File: src/rtl/core/bil_pkg.sv
`timescale 1ns / 1ps
// ----------------------------------------------------------------------------
// bil_pkg
// Shared types and byte codes for the bencode info span locator.
// ----------------------------------------------------------------------------
package bil_pkg;

    localparam logic [7:0] CH_D     = 8'h64;
    localparam logic [7:0] CH_E     = 8'h65;
    localparam logic [7:0] CH_I     = 8'h69;
    localparam logic [7:0] CH_L     = 8'h6c;
    localparam logic [7:0] CH_MINUS = 8'h2d;
    localparam logic [7:0] CH_COLON = 8'h3a;
    localparam logic [7:0] CH_ZERO  = 8'h30;
    localparam logic [7:0] CH_NINE  = 8'h39;

    localparam logic [2:0]  INFO_LEN  = 3'd4;
    localparam logic [31:0] INFO_LEN32 = 32'd4;

    typedef enum logic [3:0] {
        PH_EXPECT_D,
        PH_KEY_LEN,
        PH_KEY_BYTES,
        PH_ITEM,
        PH_INT_FIRST,
        PH_INT_DIGITS,
        PH_STR_LEN,
        PH_STR_BYTES,
        PH_DONE
    } phase_t;

    typedef enum logic [1:0] {
        NS_LIST,
        NS_DICT_KEY,
        NS_DICT_VAL
    } nest_t;

    typedef struct packed {
        phase_t      phase;
        logic [31:0] offset;
        logic [31:0] acc;
        logic [31:0] remain;
        logic [2:0]  match;
        logic        is_info;
        logic [31:0] vstart;
    } scan_state_t;

    typedef struct packed {
        logic        valid;
        logic        found;
        logic [31:0] start;
        logic [31:0] length;
    } report_t;

    function automatic logic [7:0] info_char(input logic [1:0] idx);
        logic [7:0] c;
        case (idx)
            2'd0:    c = 8'h69;
            2'd1:    c = 8'h6e;
            2'd2:    c = 8'h66;
            default: c = 8'h6f;
        endcase
        return c;
    endfunction

    function automatic nest_t nest_flip(input nest_t n);
        nest_t r;
        case (n)
            NS_DICT_KEY: r = NS_DICT_VAL;
            NS_DICT_VAL: r = NS_DICT_KEY;
            default:     r = n;
        endcase
        return r;
    endfunction

    localparam scan_state_t SCAN_RESET = '{
        phase:   PH_EXPECT_D,
        offset:  32'd0,
        acc:     32'd0,
        remain:  32'd0,
        match:   3'd0,
        is_info: 1'b0,
        vstart:  32'd0
    };

endpackage

File: src/rtl/core/bencode_info_span_locator.sv
`timescale 1ns / 1ps
// ----------------------------------------------------------------------------
// bencode_info_span_locator
// Scans a bencoded blob byte by byte and reports the span of the value of
// the top-level "info" key, or not found.
// ----------------------------------------------------------------------------
// Output: a result's last byte is registered in the input stage and the result
// in the output stage. Throughput: one byte per cycle, set by the combinational
// parser update and the nesting stack RAM (one write, one registered read per
// cycle), while no pending result stalls on out_ready.
// Reset: rst_n clears the parser state and both handshake stages at once;
// the nesting stack RAM is not cleared.
// ----------------------------------------------------------------------------
module bencode_info_span_locator #(
    parameter int MAX_DEPTH = 32
) (
    input  logic        clk,
    input  logic        rst_n,
    input  logic        in_valid,
    output logic        in_ready,
    input  logic [7:0]  blob_byte,
    input  logic        blob_last,
    output logic        out_valid,
    input  logic        out_ready,
    output logic        found,
    output logic [31:0] span_start,
    output logic [31:0] span_length
);

    localparam int DEPTH_W = $clog2(MAX_DEPTH + 1);
    localparam int ADDR_W  = (MAX_DEPTH > 1) ? $clog2(MAX_DEPTH) : 1;

    logic                 in_vld_reg;
    logic [7:0]           byte_reg;
    logic                 last_reg;
    logic                 go;

    bil_pkg::scan_state_t state_reg;
    bil_pkg::scan_state_t state_next;
    logic [DEPTH_W-1:0]   depth_reg;
    logic [DEPTH_W-1:0]   depth_next;
    logic [DEPTH_W-1:0]   depth_eff;
    bil_pkg::nest_t       top_reg;
    bil_pkg::nest_t       top_next;
    bil_pkg::nest_t       below;
    logic                 stack_wr;
    logic                 byp_reg;
    bil_pkg::nest_t       byp_data_reg;
    logic [1:0]           ram_rd;
    bil_pkg::report_t     rep;

    logic                 out_vld_reg;
    logic                 found_reg;
    logic [31:0]          start_reg;
    logic [31:0]          length_reg;

    assign go       = in_vld_reg && (!out_vld_reg || out_ready);
    assign in_ready = !in_vld_reg || go;

    always_ff @(posedge clk or negedge rst_n)
    begin
        if (!rst_n)
        begin
            in_vld_reg <= 1'b0;
        end
        else if (in_ready)
        begin
            in_vld_reg <= in_valid;
        end
    end

    always_ff @(posedge clk)
    begin
        if (in_ready && in_valid)
        begin
            byte_reg <= blob_byte;
            last_reg <= blob_last;
        end
    end

    bil_step #(
        .MAX_DEPTH(MAX_DEPTH)
    ) u_step (
        .cur        (state_reg),
        .depth      (depth_reg),
        .top        (top_reg),
        .below      (below),
        .blob_byte  (byte_reg),
        .blob_last  (last_reg),
        .nxt        (state_next),
        .depth_next (depth_next),
        .top_next   (top_next),
        .stack_wr   (stack_wr),
        .rep        (rep)
    );

    // entries below the top live in RAM; the top is held in a register
    assign depth_eff = go ? depth_next : depth_reg;
    assign below     = byp_reg ? byp_data_reg : bil_pkg::nest_t'(ram_rd);

    bil_ram #(
        .WIDTH(2),
        .DEPTH(MAX_DEPTH)
    ) u_stack (
        .clk     (clk),
        .wr_en   (go && stack_wr),
        .wr_addr (ADDR_W'(depth_reg - DEPTH_W'(1))),
        .wr_data (top_reg),
        .rd_addr (ADDR_W'(depth_eff - DEPTH_W'(2))),
        .rd_data (ram_rd)
    );

    always_ff @(posedge clk or negedge rst_n)
    begin
        if (!rst_n)
        begin
            state_reg <= bil_pkg::SCAN_RESET;
            depth_reg <= '0;
            top_reg   <= bil_pkg::NS_LIST;
            byp_reg   <= 1'b0;
        end
        else
        begin
            byp_reg <= go && stack_wr;
            if (go)
            begin
                state_reg <= state_next;
                depth_reg <= depth_next;
                top_reg   <= top_next;
            end
        end
    end

    always_ff @(posedge clk)
    begin
        byp_data_reg <= top_reg;
    end

    always_ff @(posedge clk or negedge rst_n)
    begin
        if (!rst_n)
        begin
            out_vld_reg <= 1'b0;
        end
        else if (go && rep.valid)
        begin
            out_vld_reg <= 1'b1;
        end
        else if (out_ready)
        begin
            out_vld_reg <= 1'b0;
        end
    end

    always_ff @(posedge clk)
    begin
        if (go && rep.valid)
        begin
            found_reg  <= rep.found;
            start_reg  <= rep.start;
            length_reg <= rep.length;
        end
    end

    assign out_valid   = out_vld_reg;
    assign found       = found_reg;
    assign span_start  = start_reg;
    assign span_length = length_reg;

`ifndef SYNTHESIS
    a_depth_bound: assert property (@(posedge clk) disable iff (!rst_n)
        depth_reg <= DEPTH_W'(MAX_DEPTH))
        else $error("nesting depth above bound");

    a_last_clears: assert property (@(posedge clk) disable iff (!rst_n)
        go && last_reg |=> (state_reg.phase == bil_pkg::PH_EXPECT_D) &&
                           (state_reg.offset == 32'd0) && (depth_reg == '0))
        else $error("parser not cleared after last byte");

    a_notfound_zero: assert property (@(posedge clk) disable iff (!rst_n)
        out_vld_reg && !found_reg |-> (start_reg == 32'd0) && (length_reg == 32'd0))
        else $error("not-found transaction carries a span");

    a_result_held: assert property (@(posedge clk) disable iff (!rst_n)
        out_vld_reg && !out_ready |=> out_vld_reg && $stable(start_reg) &&
                                      $stable(length_reg))
        else $error("pending result overwritten");
`endif

endmodule

File: src/rtl/core/bil_ram.sv
`timescale 1ns / 1ps
// ----------------------------------------------------------------------------
// bil_ram
// Generic single-write, single-read RAM with registered read data.
// ----------------------------------------------------------------------------
module bil_ram #(
    parameter int WIDTH = 2,
    parameter int DEPTH = 32,
    localparam int ADDR_W = (DEPTH > 1) ? $clog2(DEPTH) : 1
) (
    input  logic              clk,
    input  logic              wr_en,
    input  logic [ADDR_W-1:0] wr_addr,
    input  logic [WIDTH-1:0]  wr_data,
    input  logic [ADDR_W-1:0] rd_addr,
    output logic [WIDTH-1:0]  rd_data
);

    logic [WIDTH-1:0] mem [DEPTH];

    always_ff @(posedge clk)
    begin
        if (wr_en)
        begin
            mem[wr_addr] <= wr_data;
        end
        rd_data <= mem[rd_addr];
    end

endmodule

File: src/rtl/core/bil_step.sv
`timescale 1ns / 1ps
// ----------------------------------------------------------------------------
// bil_step
// Per-byte parser update: next scan state, nesting stack moves and report.
// ----------------------------------------------------------------------------
module bil_step #(
    parameter int MAX_DEPTH = 32,
    localparam int DEPTH_W = $clog2(MAX_DEPTH + 1)
) (
    input  bil_pkg::scan_state_t cur,
    input  logic [DEPTH_W-1:0]   depth,
    input  bil_pkg::nest_t       top,
    input  bil_pkg::nest_t       below,
    input  logic [7:0]           blob_byte,
    input  logic                 blob_last,
    output bil_pkg::scan_state_t nxt,
    output logic [DEPTH_W-1:0]   depth_next,
    output bil_pkg::nest_t       top_next,
    output logic                 stack_wr,
    output bil_pkg::report_t     rep
);

    logic [35:0] acc10;
    logic        acc_ovf;
    logic        is_digit;
    logic [31:0] off1;
    logic        vdone;
    logic        popped;
    logic        fail;
    logic        rep_hit;
    logic        rep_found;
    bil_pkg::nest_t tsrc;

    assign off1     = cur.offset + 32'd1;
    assign is_digit = (blob_byte >= bil_pkg::CH_ZERO) && (blob_byte <= bil_pkg::CH_NINE);
    assign acc10    = ({4'd0, cur.acc} << 3) + ({4'd0, cur.acc} << 1) + 36'(blob_byte[3:0]);
    assign acc_ovf  = |acc10[35:32];

    // next state
    always_comb
    begin
        nxt        = cur;
        nxt.offset = off1;
        depth_next = depth;
        top_next   = top;
        stack_wr   = 1'b0;
        vdone      = 1'b0;
        popped     = 1'b0;
        fail       = 1'b0;
        rep_hit    = 1'b0;
        rep_found  = 1'b0;
        tsrc       = top;

        case (cur.phase)
            bil_pkg::PH_EXPECT_D:
            begin
                if (blob_byte == bil_pkg::CH_D)
                begin
                    nxt.phase = bil_pkg::PH_KEY_LEN;
                    nxt.acc   = 32'd0;
                end
                else
                begin
                    fail = 1'b1;
                end
            end
            bil_pkg::PH_KEY_LEN:
            begin
                if (is_digit)
                begin
                    if (acc_ovf)
                    begin
                        fail = 1'b1;
                    end
                    else
                    begin
                        nxt.acc = acc10[31:0];
                    end
                end
                else if (blob_byte == bil_pkg::CH_COLON)
                begin
                    nxt.remain  = cur.acc;
                    nxt.match   = 3'd0;
                    nxt.is_info = (cur.acc == bil_pkg::INFO_LEN32);
                    if (cur.acc == 32'd0)
                    begin
                        nxt.vstart = off1;
                        nxt.phase  = bil_pkg::PH_ITEM;
                    end
                    else
                    begin
                        nxt.phase = bil_pkg::PH_KEY_BYTES;
                    end
                end
                else
                begin
                    fail = 1'b1;
                end
            end
            bil_pkg::PH_KEY_BYTES:
            begin
                if (cur.match < bil_pkg::INFO_LEN)
                begin
                    if (blob_byte != bil_pkg::info_char(cur.match[1:0]))
                    begin
                        nxt.is_info = 1'b0;
                    end
                    nxt.match = cur.match + 3'd1;
                end
                nxt.remain = cur.remain - 32'd1;
                if (cur.remain == 32'd1)
                begin
                    nxt.vstart = off1;
                    nxt.phase  = bil_pkg::PH_ITEM;
                end
            end
            bil_pkg::PH_ITEM:
            begin
                if (blob_byte == bil_pkg::CH_I)
                begin
                    nxt.phase = bil_pkg::PH_INT_FIRST;
                end
                else if (is_digit)
                begin
                    nxt.acc   = 32'(blob_byte[3:0]);
                    nxt.phase = bil_pkg::PH_STR_LEN;
                end
                else if ((blob_byte == bil_pkg::CH_L) || (blob_byte == bil_pkg::CH_D))
                begin
                    if (depth == DEPTH_W'(MAX_DEPTH))
                    begin
                        fail = 1'b1;
                    end
                    else
                    begin
                        stack_wr   = (depth != '0);
                        top_next   = (blob_byte == bil_pkg::CH_L) ? bil_pkg::NS_LIST
                                                                  : bil_pkg::NS_DICT_KEY;
                        depth_next = depth + DEPTH_W'(1);
                    end
                end
                else if ((blob_byte == bil_pkg::CH_E) && (depth != '0) &&
                         (top != bil_pkg::NS_DICT_VAL))
                begin
                    depth_next = depth - DEPTH_W'(1);
                    popped     = 1'b1;
                    vdone      = 1'b1;
                end
                else
                begin
                    fail = 1'b1;
                end
            end
            bil_pkg::PH_INT_FIRST,
            bil_pkg::PH_INT_DIGITS:
            begin
                if (blob_byte == bil_pkg::CH_E)
                begin
                    vdone = 1'b1;
                end
                else if (is_digit || ((blob_byte == bil_pkg::CH_MINUS) &&
                                      (cur.phase == bil_pkg::PH_INT_FIRST)))
                begin
                    nxt.phase = bil_pkg::PH_INT_DIGITS;
                end
                else
                begin
                    fail = 1'b1;
                end
            end
            bil_pkg::PH_STR_LEN:
            begin
                if (is_digit)
                begin
                    if (acc_ovf)
                    begin
                        fail = 1'b1;
                    end
                    else
                    begin
                        nxt.acc = acc10[31:0];
                    end
                end
                else if (blob_byte == bil_pkg::CH_COLON)
                begin
                    if (cur.acc == 32'd0)
                    begin
                        vdone = 1'b1;
                    end
                    else
                    begin
                        nxt.remain = cur.acc;
                        nxt.phase  = bil_pkg::PH_STR_BYTES;
                    end
                end
                else
                begin
                    fail = 1'b1;
                end
            end
            bil_pkg::PH_STR_BYTES:
            begin
                nxt.remain = cur.remain - 32'd1;
                if (cur.remain == 32'd1)
                begin
                    vdone = 1'b1;
                end
            end
            default:
            begin
            end
        endcase

        // end of a value
        if (vdone)
        begin
            if (depth_next == '0)
            begin
                if (cur.is_info)
                begin
                    rep_hit   = 1'b1;
                    rep_found = 1'b1;
                    nxt.phase = bil_pkg::PH_DONE;
                end
                else
                begin
                    nxt.phase = bil_pkg::PH_KEY_LEN;
                    nxt.acc   = 32'd0;
                end
            end
            else
            begin
                tsrc      = popped ? below : top;
                top_next  = bil_pkg::nest_flip(tsrc);
                nxt.phase = bil_pkg::PH_ITEM;
            end
        end

        if (fail)
        begin
            rep_hit   = 1'b1;
            nxt.phase = bil_pkg::PH_DONE;
        end

        if (blob_last)
        begin
            if (cur.phase != bil_pkg::PH_DONE)
            begin
                rep_hit = 1'b1;
            end
            nxt        = bil_pkg::SCAN_RESET;
            depth_next = '0;
        end
    end

    // report
    always_comb
    begin
        rep.valid  = rep_hit;
        rep.found  = rep_found;
        rep.start  = rep_found ? cur.vstart : 32'd0;
        rep.length = rep_found ? (off1 - cur.vstart) : 32'd0;
    end

endmodule
File: config.mk
export PLATFORM = sky130hd
export DESIGN_NAME = bencode_info_span_locator
export DESIGN_NICKNAME = d
export VERILOG_FILES = /design/src/rtl/core/bil_pkg.sv /design/src/rtl/core/bencode_info_span_locator.sv /design/src/rtl/core/bil_ram.sv /design/src/rtl/core/bil_step.sv
export SDC_FILE = /design/constraint.sdc
export NUM_CORES = 1
export LEC_CHECK = 0
export BUFFER_PORTS_ARGS = -buffer_cell sky130_fd_sc_hd__buf_4
export CELL_PAD_IN_SITES_DETAIL_PLACEMENT = 0
export CELL_PAD_IN_SITES_GLOBAL_PLACEMENT = 1
export CORE_MARGIN = 3
export CORE_UTILIZATION = 30
export CTS_CLUSTER_SIZE = 20
export DETAILED_ROUTE_END_ITERATION = 10
export GPL_ROUTABILITY_DRIVEN = 0
export PLACE_DENSITY = 0.55
export SLEW_MARGIN = 20
export SYNTH_ARGS = -nofsm -noshare
export SYNTH_HDL_FRONTEND = slang
export SYNTH_SLANG_ARGS = --single-unit
export TNS_END_PERCENT = 100
File: constraint.sdc
create_clock -name clk -period 6.4 [get_ports clk]
set_clock_uncertainty 0.2 [all_clocks]
set_input_delay 1.28 -clock clk [delete_from_list [all_inputs] [get_ports clk]]
set_output_delay 1.28 -clock clk [all_outputs]
set_load 0.02 [all_outputs]
==> After elaboration in Yosys (flattened, before gate mapping) <==
Memories as Yosys holds them, arrays and structs flattened. A register that Yosys moved wholly into a read port is not among the register bits.
Index checks and enable logic that the tools add are counted.
{ "word_totals": {"word_cells": 203, "ram_bits": 64, "mem_bits_ro": 0, "output_inout_bits": 67, "in_bits": 13, "register_bits": 223, "n_memories": 1, "latchBits": 0} }
{ "memory_table": {"columns": ["memory", "words", "word_bits", "read_ports", "rd_clocked_by_memory_dff", "write_ports", "line", "source"], "rows": [
  ["u_stack.mem", 32, 2, 1, 1, 1, "bil_ram.sv:19", "logic [WIDTH-1:0] mem [DEPTH];"]
]} }
{ "op_classes": {"order_cmp": 3, "n_mux": 98, "n_mul": 0, "n_shift": 0, "n_div": 0, "reduce_logical": 32, "bitwise": 0, "n_addsub": 9, "eq_ne": 42} }
{ "ops": {"columns": ["operator", "n"], "rows": [
  ["32-bit 2-to-1 mux", 13],
  ["32-bit one-hot mux with 3 select lines", 2],
  ["136-bit 2-to-1 mux", 1],
  ["68-bit 2-to-1 mux", 2],
  ["36-bit one-hot mux with 2 select lines", 1],
  ["4-bit 2-to-1 mux", 16],
  ["6-bit 2-to-1 mux", 8],
  ["1-bit 2-to-1 mux", 39],
  ["35-bit by 33-bit adder with 36-bit output", 1],
  ["36-bit by 4-bit adder with 36-bit output", 1],
  ["32-bit by 1-bit adder with 32-bit output, second input constant", 1],
  ["32-bit by 1-bit equality test with 1-bit output, second input constant", 1],
  ["32-bit by 3-bit equality test with 1-bit output, second input constant", 1],
  ["8-bit by 7-bit equality test with 1-bit output, second input constant", 4],
  ["32-bit logical NOT", 1],
  ["32-bit by 1-bit subtractor with 32-bit output, second input constant", 1],
  ["32-bit subtractor", 1],
  ["5-bit by 2-bit inequality test with 1-bit output, second input constant", 5],
  ["4-bit one-hot mux with 6 select lines", 1],
  ["2-bit 2-to-1 mux", 9],
  ["3-bit by 2-bit inequality test with 1-bit output, second input constant", 6],
  ["4-bit by 3-bit equality test with 1-bit output, second input constant", 4],
  ["8-bit by 6-bit equality test with 1-bit output, second input constant", 2],
  ["8-bit 2-to-1 mux", 2],
  ["39 further kinds", 61]
]} }

==> Longest topological paths before layout <==
Gate-level depths: netlist of the first run.
{ "logic_depth": {"ltp_word": 16, "depth_mapped": 20} }

==> Hierarchy <==
From an unflattened synthesis of the first run, not the netlist that was laid out.
{ "unflattened": {"hier_cells": 1924, "hier_area_um2": 19428.6} }
{ "modules_own_cells": {"columns": ["mod", "cells_per_inst", "instances", "area_per_inst_um2", "seq_area_each_um2"], "rows": [
  ["bencode_info_span_locator", 421, 1, 8430.6, 5940.7],
  ["bil_step", 1319, 1, 8214.1, 0.0],
  ["bil_ram", 184, 1, 2783.9, 1961.9]
]} }

==> Least setup slack after synthesis of the first run <==
OpenSTA, ideal clock, no wires.
{ "synth_path": {"path_kind": "register to register", "start": "reg byte_reg[3]", "end": "reg found_reg (netlist: found), enable pin", "path_buffers": 1, "arrival_ns": 6.328, "path_stages_with_launch": 16, "slack_ns": -0.637, "cell_sequence": "edfxtp_1 -> buf_2 -> inv_1 -> fa_1 -> inv_1 -> fa_1 -> a211o_1 -> a211oi_2 -> o211ai_1 -> nor4b_1 -> o21ai_0 -> nand3_1 -> xnor2_1 -> or4_4 -> a211oi_1 -> a21oi_1"} }
{ "synth_between": {"elab_chain_cells": 15} }
{ "synth_lines": {"columns": ["element", "line", "source"], "rows": [
  ["start, declared", "bencode_info_span_locator.sv:34", "logic [7:0] byte_reg;"],
  ["start signal, assigned", "bencode_info_span_locator.sv:76", "byte_reg <= blob_byte;"],
  ["branches (longest 11 deep; another with 36-bit by 4-bit adder with 36-bit output)", null, null],
  ["1-bit 2-to-1 mux *", "bil_step.sv:239", "if (fail)"],
  ["1-bit 2-to-1 mux", "bil_step.sv:247", "if (cur.phase != bil_pkg::PH_DONE)"],
  ["1-bit 2-to-1 mux *", "bil_step.sv:245", "if (blob_last)"],
  ["1-bit logical AND *", "bencode_info_span_locator.sv:157", "if (go && rep.valid)"],
  ["end signal, assigned", "bencode_info_span_locator.sv:159", "found_reg <= rep.found;"],
  ["end, declared", "bencode_info_span_locator.sv:53", "logic found_reg;"]
]} }
Every way passes the cells marked *.
A chain may end at the register's enable or synchronous reset.

==> Worst setup path in the final report of the first run <==
{ "layout_path": {"start": "reg byte_reg[3]", "end": "reg start_reg[2] (netlist: span_start[2]), enable pin"} }
{ "layout_between": {"elab_chain_cells": 15} }
{ "layout_lines": {"columns": ["element", "line", "source"], "rows": [
  ["branches (longest 11 deep; another with 36-bit by 4-bit adder with 36-bit output)", null, null],
  ["1-bit 2-to-1 mux *", "bil_step.sv:239", null],
  ["1-bit 2-to-1 mux", "bil_step.sv:247", null],
  ["1-bit 2-to-1 mux *", "bil_step.sv:245", null],
  ["1-bit logical AND *", "bencode_info_span_locator.sv:157", null],
  ["end signal, assigned", "bencode_info_span_locator.sv:160", "start_reg <= rep.start;"],
  ["end, declared", "bencode_info_span_locator.sv:54", "logic [31:0] start_reg;"]
]} }
Marks and branches as above.

==> results of run 1 <==
==> synth_stat cells, types with 6 or more instances <==
master    count  area, sq um
nor2_1      202          758
nand2_1     176          661
dfrtp_1     147         3680
edfxtp_1    138         4140
o21ai_0     129          646
a21oi_1     116          581
inv_1       109          409
ha_1        107         1340
clkbuf_1     60          225
mux2i_1      53          531
xnor2_1      50          438
nand3_1      49          245
xor2_1       46          403
o22ai_1      42          263
a21o_1       30          225
nor3_1       30          150
nor4_1       27          169
nand2b_1     26          163
o31ai_1      26          195
and3_1       22          138
nand4_1      21          131
and2_1       18          113
mux2_2       17          191
nor2b_1      16          100
o211ai_1     16          120
a31oi_1      13         81.3
or3_1        13         81.3
a211oi_1     12         90.1
buf_2        11         55.1
a22o_1        7         61.3
o21bai_1      7         52.6
or2_2         7         43.8
o21a_1        6         45.0
==> power by group through the flow <==
stage	logic, mW	registers (mW)	clock network, mW
2_1_floorplan	1.71	2.50	0
3_3_place_gp	2.69	2.37	0
3_5_place_dp	2.68	2.37	0
4_1_cts	2.69	2.34	1.97
5_1_grt	2.95	2.36	2.04
6_report	2.66	2.33	1.89
==> logic make-up (layout without fill, tap and decap cells) <==
| logic type | count (synthesis) | in the layout | share of synthesized area, % |
|---|---|---|---|
| adder cells (fa/ha/maj) | 110 | 110 | 7.84 |
| flip-flops | 289 | 289 | 44.3 |
| buffers and inverters | 197 | 275 | 4.57 |
| XOR/XNOR | 97 | 97 | 4.81 |
| multiplexers | 74 | 74 | 4.55 |
| AND/OR/NAND/NOR | 644 | 644 | 17.5 |
| AO/OA/AOI/OAI | 465 | 465 | 16.5 |
==> critical path, cell delays in order (launching register included) <==
cell      delay (ns)
edfxtp_1        0.50
inv_1           0.15
fa_1            0.56
inv_1           0.07
fa_1            0.48
a211o_1         0.31
a211oi_2        0.28
o211ai_1        0.20
nor4b_1         0.20
o21ai_0         0.18
nand3_1         0.11
xnor2_1         0.17
or4_4           0.59
a211oi_1        0.25
buf_4           0.17
a21oi_4         0.05
buf_4           0.37
==> layout make-up <==
type / instances / area [sq um] / area share (%)
sequential: 289 / 7900 / 39.0
multi-input combinational: 1390 / 9150 / 45.2
clock inverter: 12 / 93.8 / 0.463
timing repair buffer: 100 / 758 / 3.74
tap: 765 / 957 / 4.73
clock buffer: 53 / 975 / 4.81
inverter: 110 / 415 / 2.05
==> through the flow <==
step                setup slack [ns]  util [%]
finish                          1.15      34.8
global route                   0.789      34.8
CTS                             1.10      34.7
detailed placement              1.13      32.9
global placement                1.25      32.9
floorplan                      0.661         -
==> routing by layer <==
| metal | global-route usage [%] | wire, um | vias to the layer above | share of wire [%] |
|---|---|---|---|---|
| met5 | 0 | 0 | - | 0 |
| met3 | 2.73 | 2070 | 62 | 4.2 |
| met2 | 24.6 | 21700 | 274 | 44 |
| met1 | 22.4 | 24300 | 6735 | 50 |
| li1 | - | - | 6909 | - |
| met4 | 3.81 | 954 | 0 | 1.9 |
==> how the worst min path moves through the flow <==
stage                                    from                        end  slack (ns)  cells past startpoint
floorplan           state_reg[14]$_DFFE_PN0P_  state_reg[14]$_DFFE_PN0P_        0.25                      2
global placement    state_reg[30]$_DFFE_PN0P_  state_reg[30]$_DFFE_PN0P_        0.26                      2
detailed placement  state_reg[14]$_DFFE_PN0P_  state_reg[14]$_DFFE_PN0P_        0.27                      2
CTS                 state_reg[14]$_DFFE_PN0P_  state_reg[14]$_DFFE_PN0P_        0.28                      2
global route        state_reg[29]$_DFFE_PN0P_  state_reg[29]$_DFFE_PN0P_        0.31                      2
finish              state_reg[14]$_DFFE_PN0P_  state_reg[14]$_DFFE_PN0P_        0.27                      2
==> impl_metrics.yaml, run 1 <==
clock_tree:
  cts.clk_slew.worst_paths_ns: 0.06
  cts_resized: 0
  postCtsHoldBufs: 0
  cts_root_buf: "clkbuf_16"
  clock-sinks: 289
  cts_tree: "built"
  insertion_delay_ns: 0.54
  cts_buffers: 36
  cts_buffer_depth: 3
  htreeDepth: 2
  cts_setup_buffers: 0
power:
  comb_power_share_pct: 38.7
  switching_share_pct: 38.1
  clkPwrFrac_pct: 27.5
  power_frac_seq_pct: 33.8
  p_int_mw: 4.26
  p_sw_mw: 2.62
  total_power_mw: 6.88
  pwr_density_cell_nw_per_um2: 340
  p_leak_nw: 8.39
  vdd_drop_max_mv: 0.207
grt:
  gr-usage-all-layers_pct: 15.7
  grt_pass1_vias: 14000
  overflow: 0
  grt_antenna_before_repair: 0
  grt_pass1_wl_mm: 79.6
  grt_max_degree: 66
worst_setup_path:
  worstSetupStartpointType: "register"
  regToRegSetupSlack_ns: 1.15
  crit_required_ns: 6.39
  crit_path_end: "span_start[2]$_SDFFCE_PN0P_"
  reg2reg_depth: 16
  crit_path_start: "byte_reg[3]$_DFFE_PP_"
  cp-end-kind: "register"
  path_class: "register to register"
  cp_max_fo: 65
  timing.rr.start: "byte_reg[3]$_DFFE_PP_"
  cp.arrival_ns: 5.23
  timing.rr.end: "span_start[2]$_SDFFCE_PN0P_"
detailed_routing:
  wl_per_cell_um: 18.0
  ant_nets: 0
  drc: 0
  drt_wl_total_mm: 49.1
  drt_pass1_iterations: 5
  vias_per_cell: 5.14
  initialDrtViolationCount: 895
  vias: 14000
die:
  rows: 88
  die_height_um: 250
  fp.dieW_um: 250
  start_util_pct: 30.6
  io_pins: 80
  die-area_sq_um: 62400
  core_sq_um: 58200
status:
  status: "finished clean"
timing:
  hold_slack_ns: 0.273
  fin_crit_ns: 5.25
  setup_violations: 0
  timing.fmax_mhz: 191
  worstMarginPinSlew_ns: 1.01
  finalHoldViolCount: 0
  rsz0062_at_grt: "false"
  slew_violations: 0
  relSlewSlack_pct: 31.9
  fin_setup_tns_ns: 0
  fin_crit_sh_pct: 82.0
yosys:
  yosysSeqAreaShare_pct: 44.3
  synth_cell_types: 94
  syn_area_per_cell_sq_um: 9.51
  async_reset_ff_share_pct: 50.9
  synth.cell_area_sq_um: 17800
  yosys_warnings: 0
  synth_ff_type: "dfrtp_1"
  synth_edf_count: 138
  syn_inst: 1876
  ys_seq_elements: 289
  syn-num-nets: 1999
cells_and_area:
  layout-drive-gt1-share_pct: 10.6
  final_cells: 2719
  area_growth_pct: 13.6
  fin_area_sq_um: 20300
  final_cell_mix: "nor2_1, nand2_1, dfrtp_1"
  n_antenna_cell: 0
  largest_reg_flops: 136
  nFillCells: 5963
  fin_nets: 2050
  final_common_cell: "nor2_1"
run:
  cap_violations: 0
worst_hold_path:
  min_path_type: "register to register"
placed_design:
  detailed_place_hpwl_mm: 35.2
  io_buffers: 79
  dp_cells: 2653
  place_area_sq_um: 19200
Power figures use the tool's default switching activity.
==> run 2, diff against run 1 <==
--- a/config.mk
+++ b/config.mk
@@ -5,6 +5,7 @@
 export SDC_FILE = /design/constraint.sdc
 export NUM_CORES = 1
 export LEC_CHECK = 0
+export ABC_AREA = 1
 export BUFFER_PORTS_ARGS = -buffer_cell sky130_fd_sc_hd__buf_4
 export CELL_PAD_IN_SITES_DETAIL_PLACEMENT = 0
 export CELL_PAD_IN_SITES_GLOBAL_PLACEMENT = 1
==> constraint.sdc (replaced) <==
create_clock -name clk -period 5.4 [get_ports clk]
set_clock_uncertainty 0.2 [all_clocks]
set_input_delay 1.08 -clock clk [delete_from_list [all_inputs] [get_ports clk]]
set_output_delay 1.08 -clock clk [all_outputs]
set_load 0.02 [all_outputs]
==> impl_metrics.yaml, run 2 <==
die:
  die_height_um: 259
  rows: 92
  io_pins: 80
  start_util_pct: 30.4
  die-area_sq_um: 67100
  fp.dieW_um: 259
  core_sq_um: 63200
clock_tree:
  cts_tree: "built"
  cts.clk_slew.worst_paths_ns: 0.06
  insertion_delay_ns: 0.58
  cts_root_buf: "clkbuf_16"
  cts_buffer_depth: 3
  htreeDepth: 2
  cts_setup_buffers: 0
  cts_resized: 0
  clock-sinks: 289
  postCtsHoldBufs: 0
  cts_buffers: 38
timing:
  relSlewSlack_pct: 33.8
  fin_crit_ns: 4.50
  fin_setup_tns_ns: 0
  final.setup.worst_slack_ns: 0.898
  rsz0062_at_grt: "false"
  finalHoldViolCount: 0
  worstMarginPinSlew_ns: 0.990
  slew_violations: 0
  setup_violations: 0
  timing.fmax_mhz: 222
  fin_crit_sh_pct: 83.4
cells_and_area:
  final_common_cell: "nand2_1"
  final_cell_mix: "nand2_1, inv_1, nand3_1"
  area_growth_pct: 14.4
  largest_reg_flops: 136
  fin_nets: 2704
  n_antenna_cell: 0
  layout-drive-gt1-share_pct: 7.89
  fin_area_sq_um: 22000
yosys:
  synth_edf_count: 138
  yosysTopAreaCellShare_pct: 21.6
  yosys_warnings: 0
  synth_cell_types: 58
  syn-num-nets: 2631
  yosysMostFrequentCell: "nand2_1"
  netlist_top_cells_area: "edfxtp_1, dfrtp_1, nand2_1"
  syn_area_per_cell_sq_um: 7.66
  yosysSeqAreaShare_pct: 41.2
  synth_ff_type: "dfrtp_1"
  yosys.area.top_type: "edfxtp_1"
  async_reset_ff_share_pct: 50.9
  ys_seq_elements: 289
  syn_inst: 2508
  synth_common_cells: "nand2_1, inv_1, nand3_1"
  synth.cell_area_sq_um: 19200
power:
  p_int_mw: 5.05
  switching_share_pct: 38.6
  comb_power_share_pct: 35.1
  pwr_density_cell_nw_per_um2: 375
  total_power_mw: 8.23
  p_leak_nw: 10.3
  power_frac_seq_pct: 33.2
  clkPwrFrac_pct: 31.7
  p_sw_mw: 3.18
  vdd_drop_max_mv: 0.178
placed_design:
  place_area_sq_um: 20700
  place_ws_ns: 0.859
  io_buffers: 79
  detailed_place_hpwl_mm: 43.8
grt:
  grt_max_degree: 86
  overflow: 0
  grt_pass1_vias: 16700
  use_met3_pct: 2.70
  grt_pass1_wl_mm: 93.9
  grt_antenna_before_repair: 0
  grt_busiest_layer: "met2"
  use_met2_pct: 28.0
  grtUsageMet1_pct: 24.7
  gr-usage-all-layers_pct: 17.5
worst_setup_path:
  crit_path_start: "depth_reg[0]$_DFF_PN0_"
  cp.arrival_ns: 4.80
  cp_max_fo: 20
  crit_slowest_cell: "ha_1"
  critPathMostFrequentCell: "nand3_1"
  path_class: "register to register"
  max_stage_delay_ns: 0.67
  timing.rr.start: "depth_reg[0]$_DFF_PN0_"
  worstSetupStartpointType: "register"
  cp-end-kind: "register"
  crit_required_ns: 5.70
  critical_path.cell_chain: "inv_1 > ha_1 > inv_1 > nor2_1 > nand3_1 > nand2_1 > nor2_2 > nand3_2 > nand3_1 > nand3_1 > nand2_2 > inv_1 > ha_1 > inv_1 > nand3_1 > nand3_1 > nand2_1 > nand2_1 > nand2_1"
worst_hold_path:
  min_path_type: "register to register"
  holdCritStartpoint: "state_reg[2]$_DFFE_PN0P_"
detailed_routing:
  vias_per_cell: 4.87
  drt_wl_total_mm: 59.0
  drc: 0
  drt_pass1_iterations: 6
  vias: 16800
  ant_nets: 0
  wl_per_cell_um: 17.1
  initialDrtViolationCount: 1157
status:
  status: "finished clean"
run:
  cap_violations: 0
[run 2: changes by cell type in the layout (fill, tap and decap cells not counted), sizes merged, moves of 22 or more]
cell	delta
nand3	+213
o22ai	+28
xnor2	-25
o31ai	-22
nand3b	+24
nand2	+424
inv	+226
nand4	+23
nor2	+53
mux2i	-52
nand2b	-26
[run 2: final timing paths]
path,to,cells past startpoint,slack (ns)
max,u_stack.rd_data[1]$_DFF_P_,19,0.90
max reg2reg,u_stack.rd_data[1]$_DFF_P_,19,0.90
max in group asynchronous,state_reg[109]$_DFFE_PN0P_,2,3.72
min,state_reg[2]$_DFFE_PN0P_,2,0.30
min reg2reg,state_reg[2]$_DFFE_PN0P_,2,0.30
min in group asynchronous,state_reg[99]$_DFFE_PN0P_,1,0.37
[run 2: layout make-up]
cell class | count | area, sq um
well taps | 846 | 1060
repair buffers | 103 | 790
multi-input cells | 1812 | 9660
clock inverters | 22 | 263
fillers | 6669 | 41200
inverters | 337 | 1260
flip-flops and latches | 289 | 7900
clock buffers | 48 | 1030
[run 2: cell families (layout without fill, tap and decap cells)]
kind of cell / after synthesis / count (layout) / share of synthesized area [%]
AO/OA/AOI/OAI: 385 / 385 / 11.5
XOR/XNOR: 67 / 67 / 3.06
adder cells (fa/ha/maj): 110 / 110 / 7.29
buffers and inverters: 407 / 510 / 8.61
flip-flops: 289 / 289 / 41.2
multiplexers: 3 / 3 / 0.169
AND/OR/NAND/NOR: 1247 / 1247 / 28.2
[run 2: routing by layer]
metal / share of wire, % / up-vias
met5: 0 / -
met1: 48 / 7850
met3: 4.6 / 77
met2: 45 / 345
met4: 2.2 / 0
li1: - / 8572
[run 2: power groups by stage]
stage          logic [mW]  clock network, mW  registers (mW)
3_5_place_dp         2.92                  0            2.77
4_1_cts              2.93               2.70            2.73
5_1_grt              3.25               2.79            2.76
3_3_place_gp         2.94                  0            2.77
6_report             2.89               2.61            2.73
2_1_floorplan        1.75                  0            2.95
[run 2: worst max-delay path, delay by kind of cell, from the launching register on]
kind,cells,cell delay (ns)
AND/OR/NAND/NOR,13,1.80
buffers and inverters,4,0.97
adder cells (fa/ha/maj),2,0.92
flip-flops,1,0.53
[run 2: metrics by stage]
stage	utilization, %	hold slack [ns]	instances
floorplan	-	0.253	2508
global placement	32.7	0.273	3387
detailed placement	32.7	0.283	3387
CTS	34.8	0.297	3457
global route	34.8	0.335	3457
finish	34.8	0.296	3457
